[src/design/bse_pkg.sv]
// shared constants and types for the binned sample entropy block
package bse_pkg;

  localparam int COUNT_BITS = 32;
  localparam int FRAC_BITS  = 16;
  localparam int OUT_BITS   = 24;
  localparam int SUM_BITS   = 64;
  localparam int LOG_BITS   = 38;  // 6 exponent bits, 32 fraction bits
  localparam int QDEPTH     = 4;
  localparam int QPTR_BITS  = 2;
  localparam logic [24:0] LN2_Q25 = 25'd23258160;
  localparam int RSHIFT     = 57 - FRAC_BITS;
  localparam logic [OUT_BITS-1:0] POS_MAX = 24'h7FFFFF;
  localparam logic [OUT_BITS:0]   NEG_MAX = 25'h0800000;

  typedef logic [SUM_BITS-1:0] sum_t;

  // one closed bin handed from the front to the back
  typedef struct packed {
    sum_t bin_a;
    sum_t bin_b;
    sum_t file_a;
    sum_t file_b;
    logic bin_valid;
    logic file_valid;
    logic file_end;
  } bse_job_t;

  function automatic sum_t sat_add(sum_t a, sum_t b);
    logic [SUM_BITS:0] s;
    s = {1'b0, a} + {1'b0, b};
    return s[SUM_BITS] ? '1 : s[SUM_BITS-1:0];
  endfunction

endpackage

[src/design/bse_queue.sv]
// small job queue between front and back
module bse_queue (
  input  logic              clk_i,
  input  logic              rst_ni,
  input  logic              push_i,
  input  bse_pkg::bse_job_t push_data_i,
  output logic              full_o,
  output logic              pop_valid_o,
  output bse_pkg::bse_job_t pop_data_o,
  input  logic              pop_i
);
  import bse_pkg::*;

  bse_job_t mem_q [QDEPTH];
  logic [QPTR_BITS-1:0] wr_q, rd_q;
  logic [QPTR_BITS:0]   cnt_q;

  // two pipeline stages may still deliver jobs after stall rises
  assign full_o      = cnt_q >= (QPTR_BITS+1)'(QDEPTH - 2);
  assign pop_valid_o = cnt_q != '0;
  assign pop_data_o  = mem_q[rd_q];

  always_ff @(posedge clk_i) begin
    if (push_i) mem_q[wr_q] <= push_data_i;
  end

  always_ff @(posedge clk_i or negedge rst_ni) begin
    if (!rst_ni) begin
      wr_q  <= '0;
      rd_q  <= '0;
      cnt_q <= '0;
    end else begin
      if (push_i) wr_q <= wr_q + 1'b1;
      if (pop_i)  rd_q <= rd_q + 1'b1;
      cnt_q <= cnt_q + (QPTR_BITS+1)'(push_i) - (QPTR_BITS+1)'(pop_i);
    end
  end

endmodule

[config.mk]
export PLATFORM = sky130hd
export DESIGN_NAME = bse_queue
export DESIGN_NICKNAME = d
export VERILOG_FILES = /design/src/design/bse_pkg.sv /design/src/design/bse_queue.sv
export SDC_FILE = /design/constraint.sdc
export NUM_CORES = 1
export LEC_CHECK = 0
export BUFFER_PORTS_ARGS = -buffer_cell sky130_fd_sc_hd__clkbuf_2
export CAP_MARGIN = 20
export CORE_AREA = 2 2 254 256
export DETAILED_ROUTE_END_ITERATION = 8
export DIE_AREA = 0 0 256 258
export GPL_TIMING_DRIVEN = 1
export PLACE_DENSITY = 0.89
export SLEW_MARGIN = 20
export SYNTH_ARGS = -nofsm -noshare
export SYNTH_HDL_FRONTEND = slang
export SYNTH_SLANG_ARGS = --single-unit
export TNS_END_PERCENT = 50
[constraint.sdc]
create_clock -name clk_i -period 19 [get_ports clk_i]
set_input_delay 0 -clock clk_i [delete_from_list [all_inputs] [get_ports clk_i]]
set_output_delay 0 -clock clk_i [all_outputs]
set_load 0.1 [all_outputs]
# [Word level (Yosys, flattened, before mapping)]
# Memories as Yosys holds them, arrays and structs flattened.
# Index checks and enable logic that the tools add are counted.
# W data, S select, Z words.
[op_classes] mul=0 n_shift=0 reduce_logical=1 mux=2 n_eq_ne=0 div=0 addsub=4 bitwise=0 n_lt_le_gt_ge=1
[op_table] cell="$add A2 B1 Y2 const B" n=2
[op_table] cell="$add A3 B1 Y3" n=1
[op_table] cell="$ge A3 B2 Y1 const B" n=1
[op_table] cell="$reduce_bool A3 Y1" n=1
[op_table] cell="$sub A3 B1 Y3" n=1
[op_table] cell="$mux W1" n=2
[word_totals] mem_bits_ro=0 latch_bits=0 ff_bits=7 mem_count=1 ramBits=1036 wordCells=12
[memory_table] name="mem_q" depth=4 width=259 read_ports=1 rd_clocked_by_memory_dff=0 wr=1 line="bse_queue.sv:14" text="bse_job_t mem_q [QDEPTH];"

# [Longest topological paths before layout]
[depth] depth_word=2 ltp_mapped=7 ltp_nobuf=7

# [Least setup slack after synthesis]
# OpenSTA, ideal clock, no wires.
[synth_timing] path_kind="register -> register" from="reg wr_q[0]" to="mem mem_q[2][0] (netlist name) (enable)" arrival_time_ps=6485 path_buffers=0 slack_ps=11862 t_required_ps=18347 path_stages_with_launch=4 setup_ps=653 period_less_slack_ps=7138 cell_sequence="dfrtp_1 -> inv_1 -> ha_1 -> and2_1"
[synth_lines] item="start: declaration" line="bse_queue.sv:15" text="logic [QPTR_BITS-1:0] wr_q, rd_q;"
[synth_lines] item="start signal: assignment" line="bse_queue.sv:33" text="if (push_i) wr_q <= wr_q + 1'b1;"
[synth_lines] item="end: declaration" line="bse_queue.sv:14"
# Straight into the memory's write port.

==> results.sh <==
export IMPL_use_met3=0.0703
export IMPL_clk_pin_slew_ns=0.07
export IMPL_layout_drive_gt1_share=0.410
export IMPL_final_cell_mix="edfxtp_1, clkbuf_2, dlygate4sd3_1"
export IMPL_row_count=93
export IMPL_globalRouteOverflowTotal=0
export IMPL_antenna_found_initial=13
export IMPL_final_common_cell="edfxtp_1"
export IMPL_wire_per_inst_um=30.7
export IMPL_rsz0062_at_grt="no"
export IMPL_die_area_um2=66000
export IMPL_syn_num_nets=1660
export IMPL_setup_violations=0
export IMPL_die_y_um=258
export IMPL_r2r_setup_slack_ns=15.11
export IMPL_grt_busiest_layer="met2"
export IMPL_io_pins=524
export IMPL_htreeDepth=3
export IMPL_r2r_start="wr_q[1]$_DFFE_PN0P_"
export IMPL_yosys_warnings=0
export IMPL_max_cap_viol_count=0
export IMPL_skew_ns=0.0144
export IMPL_ant_nets=0
export IMPL_routed_wl_um=97700
export IMPL_drcViolationCount=0
export IMPL_first_global_vias=20875
export IMPL_grtUsageTotal=0.298
export IMPL_dp_hpwl_um=49000
export IMPL_drtIter0Drc=2378
export IMPL_critPathKind="reg2out"
export IMPL_period_needed_ns=4.62
export IMPL_routabilityCongestion=0.818
export IMPL_synth_area_um2=37800
export IMPL_start_util=0.593
export IMPL_worst_pin_slew_ns=1.14
export IMPL_arrival_ns=4.62
export IMPL_post_route_period_util=0.243
export IMPL_relSlewSlack=0.240
export IMPL_hold_class="in2reg"
export IMPL_ys_ff_latch=1043
export IMPL_firstDrtPassIters=7
export IMPL_r2r_cells=5
export IMPL_hold_violations=0
export IMPL_synthToLayoutAreaGrowth_pct=24.4
export IMPL_syn_avg_cell_area_um2=27.2
export IMPL_clk_path_buf_depth=3
export IMPL_cts_made_buffers=97
export IMPL_grt_pass1_wl_um=142000
export IMPL_met2_usage=0.523
export IMPL_status="completed"
export IMPL_worstPathRequired_ns=19.00
export IMPL_core_um2=63600
export IMPL_port_buffers=523
export IMPL_rr_endpoint="mem_q[1][101]$_DFFE_PP_"
export IMPL_yosysSeqAreaShare=0.829
export IMPL_cts_resized=0
export IMPL_fin_setup_tns_ns=0
export IMPL_synth_cells=1389
export IMPL_nNetsFinal=2506
export IMPL_worstSetupStartpointType="flip-flop"
export IMPL_max_freq_ghz=0.216
export IMPL_grt_use_met1=0.354
export IMPL_crit_path_start="rd_q[1]$_DFFE_PN0P_"
export IMPL_fp_dieW_um=256
export IMPL_drv_slew=0
export IMPL_clock_latency_ns=0.66
export IMPL_grt_start_max_net_pins=113
export IMPL_dr_total_vias=19674
export IMPL_crit_path_end_kind="primary output"
export IMPL_viasPerCell=6.19
export IMPL_cts_sinks=1043
export IMPL_cts_tree="built"
export IMPL_cts_root_buffer="clkbuf_16"
export IMPL_synth_cell_types=16
export IMPL_cp_endpoint="pop_data_o[137]"
export IMPL_critPathMaxFanout=75
[worst min path at each step]
stage	from	end	slack, ns	cells past startpoint
finish	push_data_i[218]	mem_q[0][218]$_DFFE_PP_	0.11	2
global route	push_data_i[205]	mem_q[1][205]$_DFFE_PP_	0.09	2
CTS	push_data_i[150]	mem_q[0][150]$_DFFE_PP_	0.07	2
detailed placement	rst_ni	cnt_q[0]$_DFF_PN0_	-0.14	1
global placement	rst_ni	cnt_q[0]$_DFF_PN0_	-0.15	1
floorplan	rst_ni	cnt_q[0]$_DFF_PN0_	-0.30	0
[logic make-up after synthesis]
| group | share of synthesized area |
|---|---|
| flip-flops | 0.829 |
| multiplexers | 0.154 |
| buffers and inverters | 0.0119 |
| adder cells (fa/ha/maj) | 0.00285 |
| AND/OR/NAND/NOR | 0.000994 |
| XOR/XNOR | 0.000928 |
| AO/OA/AOI/OAI | 0.000331 |
[cells in the mapped netlist]
master | count | area share
fa_1 | 1 | 0.00053
o21ai_0 | 1 | 0.00013
xor2_1 | 3 | 0.00070
nand2_1 | 2 | 0.00020
o31ai_1 | 1 | 0.00020
inv_1 | 8 | 0.00080
and2_1 | 4 | 0.00066
edfxtp_1 | 1036 | 0.82
dfrtp_1 | 7 | 0.0046
xnor2_1 | 1 | 0.00023
mux4_2 | 259 | 0.15
nand3_1 | 1 | 0.00013
buf_6 | 22 | 0.0066
buf_2 | 29 | 0.0038
ha_1 | 7 | 0.0023
clkbuf_1 | 7 | 0.00070
[per-layer routing]
layer	share of wire	wire length (um)
met5	0.00046	45
met4	0.047	4640
met3	0.099	9630
met2	0.53	51900
met1	0.32	31500
[what timing repair did]
item                      4_1_cts  5_1_grt
buffers inserted                0        0
hold buffers                  263        0
hold endpoints to repair     1050        0
[sequential cells by signal, indices dropped and copies added, names as in the netlist]
signal and cells:
wr_q 2, rd_q 2, mem_q 1036, cnt_q 3
[critical path, stage by stage (launching register included)]
cell and delay (ns):
dfrtp_4 0.93, buf_4 0.96, buf_4 0.93, mux4_2 0.44, clkbuf_2 0.47
[cell type report]
| class | instances | area, um2 |
|---|---|---|
| Clock buffer | 119 | 2570 |
| Tap cell | 855 | 1070 |
| Clock inverter | 57 | 518 |
| Fill cell | 3207 | 16700 |
| Sequential cell | 1043 | 31300 |
| Timing Repair Buffer | 805 | 5430 |
| Antenna cell | 11 | 27.5 |
| Inverter | 8 | 30.0 |
| Multi-Input combinational cell | 280 | 6040 |
[through the flow]
| stage | utilization | instance area, um2 | instances | hold slack [ns] | worst slack (ns) |
|---|---|---|---|---|---|
| after floorplan | - | 37800 | 1389 | -0.296 | 11.86 |
| after global placement | 0.647 | 41200 | 2727 | -0.149 | 14.88 |
| after detailed placement | 0.647 | 41200 | 2727 | -0.144 | 14.81 |
| after CTS | 0.737 | 46900 | 3166 | 0.0698 | 14.07 |
| after global routing | 0.738 | 47000 | 3177 | 0.0920 | 14.29 |
| final | 0.738 | 47000 | 3178 | 0.106 | 14.38 |
Power is not shown: default switching activity piles up to over one toggle a cycle in this logic, so the estimate is an artifact.
