[config.mk]
export PLATFORM = sky130hd
export DESIGN_NAME = bse_back
export DESIGN_NICKNAME = d
export VERILOG_FILES = /design/src/design/bse_pkg.sv /design/src/design/bse_back.sv
export SDC_FILE = /design/constraint.sdc
export NUM_CORES = 2
export LEC_CHECK = 0
export BUFFER_PORTS_ARGS = -buffer_cell sky130_fd_sc_hd__buf_2
export CAP_MARGIN = 20
export CORE_ASPECT_RATIO = 1.1
export CORE_MARGIN = 2
export CORE_UTILIZATION = 60
export DETAILED_ROUTE_END_ITERATION = 10
export PLACE_DENSITY = 0.86
export SYNTH_ARGS = -nofsm -noshare
export SYNTH_HDL_FRONTEND = slang
export SYNTH_SLANG_ARGS = --single-unit
[constraint.sdc]
create_clock -name clk_i -period 9.6 [get_ports clk_i]
set_input_delay 0.96 -clock clk_i [delete_from_list [all_inputs] [get_ports clk_i]]
set_output_delay 0.96 -clock clk_i [all_outputs]
set_load 0.02 [all_outputs]
[src/design/bse_pkg.sv]
// shared constants and types for the binned sample entropy block
package bse_pkg;

  localparam int COUNT_BITS = 32;
  localparam int FRAC_BITS  = 16;
  localparam int OUT_BITS   = 24;
  localparam int SUM_BITS   = 64;
  localparam int LOG_BITS   = 38;  // 6 exponent bits, 32 fraction bits
  localparam int QDEPTH     = 4;
  localparam int QPTR_BITS  = 2;
  localparam logic [24:0] LN2_Q25 = 25'd23258160;
  localparam int RSHIFT     = 57 - FRAC_BITS;
  localparam logic [OUT_BITS-1:0] POS_MAX = 24'h7FFFFF;
  localparam logic [OUT_BITS:0]   NEG_MAX = 25'h0800000;

  typedef logic [SUM_BITS-1:0] sum_t;

  // one closed bin handed from the front to the back
  typedef struct packed {
    sum_t bin_a;
    sum_t bin_b;
    sum_t file_a;
    sum_t file_b;
    logic bin_valid;
    logic file_valid;
    logic file_end;
  } bse_job_t;

  function automatic sum_t sat_add(sum_t a, sum_t b);
    logic [SUM_BITS:0] s;
    s = {1'b0, a} + {1'b0, b};
    return s[SUM_BITS] ? '1 : s[SUM_BITS-1:0];
  endfunction

endpackage

[src/design/bse_back.sv]
// back end: iterative log2 unit computing ln(a/b) for bin and file, output register
module bse_back (
  input  logic                        clk_i,
  input  logic                        rst_ni,
  input  logic                        job_valid_i,
  input  bse_pkg::bse_job_t           job_i,
  output logic                        job_pop_o,
  output logic [bse_pkg::OUT_BITS-1:0] bin_entropy_o,
  output logic                        bin_valid_o,
  output logic [bse_pkg::OUT_BITS-1:0] file_entropy_o,
  output logic                        file_valid_o,
  output logic                        file_end_o,
  output logic                        out_valid_o,
  input  logic                        out_stall_i
);
  import bse_pkg::*;

  typedef enum logic [2:0] {
    S_IDLE, S_NORM, S_SQ, S_MUL, S_RND, S_DONE
  } state_e;

  state_e state_q;
  logic [1:0] op_q;        // 0 bin a, 1 bin b, 2 file a, 3 file b
  sum_t       x_q;
  logic [5:0] e_q, i_q;
  logic [31:0] m_q, f_q;
  logic [LOG_BITS-1:0] la_q;
  logic        neg_q;
  logic [LOG_BITS-1:0] mag_q;
  logic [63:0] prod_q;
  logic [OUT_BITS-1:0] bres_q;
  logic [63:0] sq;
  logic [LOG_BITS-1:0] lcur;
  logic [63:0] rnd;
  logic [OUT_BITS-1:0] res;
  logic last_op;
  sum_t src;

  assign sq   = {32'd0, m_q} * {32'd0, m_q};
  assign lcur = {e_q, f_q};
  assign last_op = (op_q == 2'd1 && !(job_i.file_end && job_i.file_valid)) || op_q == 2'd3;

  always_comb begin
    unique case (op_q)
      2'd0:    src = job_i.bin_a;
      2'd1:    src = job_i.bin_b;
      2'd2:    src = job_i.file_a;
      default: src = job_i.file_b;
    endcase
    rnd = (prod_q + (64'd1 << (RSHIFT - 1))) >> RSHIFT;
    if (neg_q) begin
      res = (rnd > {39'd0, NEG_MAX}) ? NEG_MAX[OUT_BITS-1:0] : OUT_BITS'(~rnd + 64'd1);
    end else begin
      res = (rnd > {40'd0, POS_MAX}) ? POS_MAX : rnd[OUT_BITS-1:0];
    end
  end

  assign job_pop_o = (state_q == S_RND) && last_op && (!out_valid_o || !out_stall_i);

  always_ff @(posedge clk_i or negedge rst_ni) begin
    if (!rst_ni) begin
      state_q     <= S_IDLE;
      out_valid_o <= 1'b0;
      op_q        <= '0;
    end else begin
      if (job_pop_o) begin
        out_valid_o <= 1'b1;
      end else if (!out_stall_i) begin
        out_valid_o <= 1'b0;
      end
      unique case (state_q)
        S_IDLE: begin
          if (job_valid_i) begin
            if (job_i.bin_valid) begin
              op_q <= 2'd0;
              state_q <= S_NORM;
            end else if (job_i.file_end && job_i.file_valid) begin
              bres_q <= '0;
              op_q <= 2'd2;
              state_q <= S_NORM;
            end else begin
              bres_q <= '0;
              neg_q  <= 1'b0;
              prod_q <= '0;
              op_q   <= 2'd3;
              state_q <= S_RND;
            end
            x_q <= '0;
          end
        end
        S_NORM: begin
          // leading-one search, one bit per cycle
          if (x_q == '0) begin
            x_q <= src;
            e_q <= 6'd63;
          end else if (!x_q[SUM_BITS-1]) begin
            x_q <= x_q << 1;
            e_q <= e_q - 1'b1;
          end else begin
            m_q <= x_q[63:32];
            i_q <= '0;
            f_q <= '0;
            state_q <= S_SQ;
          end
        end
        S_SQ: begin
          f_q <= {f_q[30:0], sq[63]};
          m_q <= sq[63] ? sq[63:32] : sq[62:31];
          i_q <= i_q + 1'b1;
          if (i_q == 6'd31) state_q <= S_MUL;
        end
        S_MUL: begin
          if (!op_q[0]) begin
            la_q <= lcur;
            op_q <= op_q + 1'b1;
            x_q <= '0;
            state_q <= S_NORM;
          end else begin
            neg_q <= la_q < lcur;
            mag_q <= (la_q < lcur) ? lcur - la_q : la_q - lcur;
            state_q <= S_DONE;
          end
        end
        S_DONE: begin
          prod_q <= {26'd0, mag_q} * {39'd0, LN2_Q25};
          state_q <= S_RND;
        end
        S_RND: begin
          if (!last_op) begin
            bres_q <= res;
            op_q <= 2'd2;
            x_q <= '0;
            state_q <= S_NORM;
          end else if (!out_valid_o || !out_stall_i) begin
            bin_entropy_o  <= (op_q == 2'd1) ? res : bres_q;
            file_entropy_o <= (op_q == 2'd3 && job_i.file_end && job_i.file_valid) ? res : '0;
            bin_valid_o    <= job_i.bin_valid;
            file_valid_o   <= job_i.file_end & job_i.file_valid;
            file_end_o     <= job_i.file_end;
            state_q        <= S_IDLE;
          end
        end
        default: state_q <= S_IDLE;
      endcase
    end
  end

endmodule
---- Word-level counts from Yosys, hierarchy flattened ----
Index checks and enable logic that the tools add are counted.
cells by class
  muxes and demuxes ....................... 54
  reductions and logical operators ........ 33
  $add $sub $neg .......................... 7
  $mul .................................... 2
  bitwise logic cells ..................... 3
  equality and inequality tests ........... 22
  order comparisons ....................... 3
operators by type and width
  cell                    count
  $mux 64                 8
  $pmux 64 s4             1
  $pmux 64 s3             1
  $mux 32                 5
  $mux 24                 6
  $pmux 32 s2             2
  $pmux 64 s2             1
  $sub 38x38->38          2
  $add 64x41->64 const B  1
  $logic_not 64->1        1
  $mul 32x32->64          1
  $mul 38x21->59 const B  1
  $pmux 24 s2             1
  $lt 38x38->1            1
  $mux 38                 1
  $mux 3                  9
  $add 24x1->24 const B   1
  $gt 23x24->1 const B    1
  $not 23->24             1
  $gt 23x23->1 const B    1
  $mux 23                 1
  $ne 2x2->1 const B      10
  $reduce_and 5->1        4
  $mux 6                  3
  31 further kinds        60
storage, ports and cells
  word-level logic and storage cells ...... 144
  input bits .............................. 263
  flip-flop bits (word level) ............. 362
  output and inout bits ................... 53

---- Depth between registers and ports, before layout ----
  depth in word-level cells ............... 7
  mapped depth ............................ 30
  mapped depth without buffers ............ 28

---- Least setup slack after synthesis ----
OpenSTA, ideal clock, no wires.
  path kind ............................... register -> register
  start point ............................. reg m_q[2]
  end point ............................... reg m_q[28], data pin
  buffers on the path ..................... 2
  slack ................................... 1.941 ns
  stages on the path, launching flop included .. 28
  period minus slack after synthesis ...... 7.659 ns
  setup time .............................. 0.261 ns
  data arrival time ....................... 7.399 ns
  data required time ...................... 9.339 ns
  cell sequence ........................... edfxtp_1 > clkbuf_1 > buf_1 > nand2_1 > fa_1 > inv_1 > fa_1 > inv_1 > fa_1 > fa_1 > inv_1 > fa_1 > inv_1 > fa_1 > inv_1 > fa_1 > fa_1 > ha_1 > a21o_1 > a21o_1 > a221o_1 > a31oi_1 > o21ai_1 > a31oi_2 > o21ba_2 > o21ai_0 > xor2_1 > a221o_1
on the way
  cells in the longest elaborated chain, start to end .. 3
ends and longest elaborated chain
  what                      RTL line         text
  start: declaration        bse_back.sv:26   logic [31:0] m_q, f_q;
  start signal: assignment  bse_back.sv:100  m_q <= x_q[63:32];
  start signal: assignment  bse_back.sv:108  m_q <= sq[63] ? sq[63:32] : sq[62:31];
  $mul 32x32->64            bse_back.sv:39   assign sq = {32'd0, m_q} * {32'd0, m_q};
  $mux 32                   bse_back.sv:108
  $pmux 32 s2               bse_back.sv:71   unique case (state_q)
Every way passes these cells.
A chain may end at the register's enable or synchronous reset.

---- Worst setup path in the final report ----
  start point ............................. reg m_q[7]
  end point ............................... reg m_q[25], data pin
The elaborated chain is that of the path after synthesis.

==> metrics list <==
- Run status: completed
- Using the TritonRoute via totals, the vias-per-cell ratio works out to approximately 6.
* Multi-input logic area: 0.04401 mm²
* Met2 capacity usage during global routing: 56.40%
- For this run, the register share of the synthesized area comes to 16.00%.
- In the final layout, flip-flops and latches occupy ~0.0096 mm².
* GR met3 Demand/Resource: roughly 4.5%
- Maximum clock frequency: approximately 0.11 GHz
- Once routing completed, OpenROAD measured the worst setup slack at between 0.6 and 0.7 ns.
- RSZ-0062 raised after global routing: false
* Number of gates resized after cts: 0
- Data arrives at the worst endpoint at 9.27 ns.
- Post-synth EDFFs: 315
* Yosys warning total: 0
- The number of different library cells used by synthesis comes to 85.
- Number of standard-cell rows in the floorplan: about 120
* Transition at the pin with the smallest max-transition slack: 1.100 ns
- Across the run, the number of max-cap violations was 0.
- Worst skew pair latency: ~0.60 ns
* Part of the cycle the worst path needs: 93.22%
- Area growth from synthesis to layout: 7.066%
- Once detailed placement completed, the half-perimeter wirelength came to roughly 130000 µm.
- CTS Buf Count: 39
- CTS tree: done
- Measured along the y axis, the die boundary spans approximately 340 µm.
- For the worst setup path, the data required time is about 9.9 ns.
- Synthesis inferred ~320 register bits.
* Post-detailed-route wirelength per cell: around 21 µm
* Endpoints failing setup: 0
- The tree built by TritonCTS fans out to roughly 320 sinks.
- Buffers added to address setup during post-CTS repair amount to 0.
- The mapped netlist covers around 0.060 mm².
- Setup TNS: 0 ns
* Detail Route Antenna Nets: 0
- Number of antenna violations at the first check in global routing: 3
- The worst setup path is launched from a flop.
- Buffer type at the clock tree root: sky130_fd_sc_hd__clkbuf_16
- Area of the core: between 0.09 and 0.1 mm²
* Top Ports: roughly 320
- The synthesized design devotes to its leading area cell type a little over a third of total area.
* Critical path type: reg -> reg
- Routability-driven placement finished with a final weighted congestion of 0.9722.
- Max Buffers Root-to-Sink: 3
- The first detailed-routing pass ran for 5 iterations.
- Fin Hold WS: around 0.29 ns
- Worst setup timing slack at the placement stage: a little under 0.8 ns
- The first global-routing pass estimated around 260000 µm of wire.
* Vias in the first global route: roughly 49000
* Worst-path fanout max: 15
- Ys async rst share: 1.869%
- In this run the number of H-tree levels came out at 2.
- Syn_area_per_cell: 9.970 µm²
- The final route contains 44340 vias.
- Global routing used ~32% of the available tracks.
- Final Skew: slightly above 0.03 ns
* Area of all placed cells without fillers: roughly 0.064 mm²
- Entering global routing, the biggest net connects 89 pins.
- Worst Setup End Kind: flop
* Final Hold Viols: 0
- The cell count after synthesis came out at between 6000 and 7000.
- For this run, design rule violations remaining after detail routing come to 0.
- Instance area after placement: ~0.063 mm²
* Number of buffers inserted by hold repair at cts: 0
* Biggest area consumer among synthesized cells: sky130_fd_sc_hd__fa_1
- In the final layout, the share of cells above drive strength 1 is under 10%.
- Clock transition at the register clock pins on the worst setup and hold paths after CTS: 0.06 ns
- In this run, the number of DRC markers left after iteration 0 of detailed routing was between 3000 and 4000.
- The filler cells instantiated in the layout total 7409.
- Among all flip-flop cells after synthesis, the most frequent one is sky130_fd_sc_hd__edfxtp_1.
- Area of the die: ~0.10 mm²
* Number of slew-limit violations in the final report: 0
* Wire length after detailed routing: roughly 160000 µm
- Global-route track usage on met1: approximately 37%
- Total Nets Final: between 8000 and 9000
* Max transition margin: about a quarter
* Number of buffers inserted by port buffering: 315
- Initial cell density of the core: slightly above 60%
* Global route total overflow: 0
- After global routing, the most crowded layer is met2.
- After layout, the minimum clock period comes to 8.949 ns.
- The number of nets in the synthesized netlist is between 8000 and 9000.
- Worst min path class: in -> async
- Ranked by total cell area, the synthesized netlist is headed by sky130_fd_sc_hd__fa_1 (35%), sky130_fd_sc_hd__edfxtp_1 (16%), sky130_fd_sc_hd__ha_1 (14%), sky130_fd_sc_hd__inv_1 (9.2%), sky130_fd_sc_hd__nand2_1 (2.7%).
* Die outline width: slightly above 300 µm
[layout make-up]
class | count | share of cell area, %
sequential | 321 | 14.95
clock inverter | 28 | 0.5391
clock buffer | 44 | 1.563
timing repair buffer | 383 | 3.316
tap | 1291 | 2.513
multi-input combinational | 4001 | 68.46
antenna | 3 | 0.01168
inverter | 1480 | 8.641
[cells in the mapped netlist, types with 30 or more instances]
library cell                  n
sky130_fd_sc_hd__a21o_1      93
sky130_fd_sc_hd__a21oi_1    206
sky130_fd_sc_hd__a22o_1      63
sky130_fd_sc_hd__and2_1     247
sky130_fd_sc_hd__clkbuf_1   179
sky130_fd_sc_hd__edfxtp_1   315
sky130_fd_sc_hd__fa_1      1056
sky130_fd_sc_hd__ha_1       666
sky130_fd_sc_hd__inv_1     1479
sky130_fd_sc_hd__mux2i_1     37
sky130_fd_sc_hd__mux4_2      64
sky130_fd_sc_hd__nand2_1    429
sky130_fd_sc_hd__nand3_1     45
sky130_fd_sc_hd__nand4_1     45
sky130_fd_sc_hd__nor2_1     239
sky130_fd_sc_hd__nor3_1      39
sky130_fd_sc_hd__o21ai_0    156
sky130_fd_sc_hd__o21ai_1     30
sky130_fd_sc_hd__o21bai_1    30
sky130_fd_sc_hd__xnor2_1    110
sky130_fd_sc_hd__xor2_1      81
[metal layers]
metal / wire (µm) / vias up
li1: - / 19470
met1: 55890 / 22210
met2: 80740 / 2042
met3: 10850 / 612
met4: 13540 / 0
met5: 0 / -
[registers in the layout, indices dropped and copies added (netlist names), 2 cells and up]
signal	count
op_q	2
la_q	38
bres_q	24
mag_q	38
state_q	3
x_q	64
bin_entropy_o	24
e_q	6
prod_q	23
m_q	32
file_entropy_o	24
f_q	32
i_q	6
[path summary, 6_finish.rpt]
check / endpoint / start / slack [ns] / depth (start not counted)
max reg2reg: m_q[25] / m_q[7] / 0.65 / 27
max in group asynchronous: op_q[0] / rst_ni / 8.96 / 1
min reg2reg: la_q[37] / e_q[5] / 0.45 / 0
min: state_q[1] / rst_ni / 0.29 / 1
min in group clk_i: la_q[37] / e_q[5] / 0.45 / 0
max: m_q[25] / m_q[7] / 0.65 / 27
[critical path, stage by stage (launching register included)]
cell and delay, ns:
sky130_fd_sc_hd__edfxtp_1 0.86, sky130_fd_sc_hd__buf_4 0.37, sky130_fd_sc_hd__nand2_1 0.11, sky130_fd_sc_hd__fa_1 0.64, sky130_fd_sc_hd__inv_1 0.07, sky130_fd_sc_hd__fa_1 0.49
sky130_fd_sc_hd__fa_1 0.54, sky130_fd_sc_hd__inv_1 0.06, sky130_fd_sc_hd__fa_1 0.48, sky130_fd_sc_hd__inv_1 0.06, sky130_fd_sc_hd__fa_1 0.51, sky130_fd_sc_hd__inv_1 0.06
sky130_fd_sc_hd__fa_1 0.53, sky130_fd_sc_hd__inv_1 0.05, sky130_fd_sc_hd__fa_1 0.51, sky130_fd_sc_hd__fa_1 0.47, sky130_fd_sc_hd__ha_1 0.37, sky130_fd_sc_hd__a21o_1 0.21
sky130_fd_sc_hd__a21o_1 0.17, sky130_fd_sc_hd__a221o_1 0.29, sky130_fd_sc_hd__a31oi_1 0.32, sky130_fd_sc_hd__o21ai_1 0.26, sky130_fd_sc_hd__a31oi_2 0.35, sky130_fd_sc_hd__o21ai_1 0.14
sky130_fd_sc_hd__a21oi_1 0.22, sky130_fd_sc_hd__xnor2_1 0.13, sky130_fd_sc_hd__nor2b_1 0.15, sky130_fd_sc_hd__a221o_1 0.25
[per-stage QoR]
stage          cells  util [%]
2_1_floorplan   6023         -
3_3_place_gp    7474     63.41
3_5_place_dp    7474     63.41
4_1_cts         7546     64.78
5_1_grt         7551     64.83
6_report        7551     64.83
[cell families after synthesis]
logic type      Yosys count  synth area share [%]
buf+inv                1701                 10.76
flops                   321                 16.00
fa+ha+maj              1722                 49.08
compound gates          790                 8.558
simple gates           1192                 9.660
mux                     104                 3.073
xor+xnor                193                 2.859
[layout by cell type (no fill, tap or decap), types with 16 or more instances in the layout]
| cell | Yosys | routed |
|---|---|---|
| sky130_fd_sc_hd__o21bai_1 | 30 | 30 |
| sky130_fd_sc_hd__o21a_1 | 24 | 24 |
| sky130_fd_sc_hd__nor2b_1 | 27 | 27 |
| sky130_fd_sc_hd__mux4_2 | 64 | 64 |
| sky130_fd_sc_hd__o21ai_1 | 30 | 30 |
| sky130_fd_sc_hd__a211oi_1 | 22 | 22 |
| sky130_fd_sc_hd__and2_1 | 247 | 244 |
| sky130_fd_sc_hd__xor2_1 | 81 | 81 |
| sky130_fd_sc_hd__inv_1 | 1479 | 1479 |
| sky130_fd_sc_hd__a22o_1 | 63 | 63 |
| sky130_fd_sc_hd__a31oi_1 | 27 | 27 |
| sky130_fd_sc_hd__o211ai_1 | 18 | 18 |
| sky130_fd_sc_hd__a31o_2 | 16 | 16 |
| sky130_fd_sc_hd__clkbuf_16 | 0 | 39 |
| sky130_fd_sc_hd__o21ai_0 | 156 | 156 |
| sky130_fd_sc_hd__and3_1 | 27 | 26 |
| sky130_fd_sc_hd__mux2i_1 | 37 | 37 |
| sky130_fd_sc_hd__edfxtp_1 | 315 | 315 |
| sky130_fd_sc_hd__o31ai_1 | 17 | 17 |
| sky130_fd_sc_hd__nor2_1 | 239 | 237 |
| sky130_fd_sc_hd__ha_1 | 666 | 666 |
| sky130_fd_sc_hd__fa_1 | 1056 | 1056 |
| sky130_fd_sc_hd__buf_2 | 21 | 315 |
| sky130_fd_sc_hd__nand2_1 | 429 | 429 |
| sky130_fd_sc_hd__a21o_1 | 93 | 93 |
| sky130_fd_sc_hd__buf_4 | 8 | 65 |
| sky130_fd_sc_hd__nand3_1 | 45 | 45 |
| sky130_fd_sc_hd__a21oi_1 | 206 | 206 |
| sky130_fd_sc_hd__xnor2_1 | 110 | 110 |
| sky130_fd_sc_hd__nor4_1 | 24 | 24 |
| sky130_fd_sc_hd__nand4_1 | 45 | 45 |
| sky130_fd_sc_hd__nor3_1 | 39 | 39 |
Power is not shown: default switching activity piles up to over one toggle a cycle in this logic, so the estimate is an artifact.
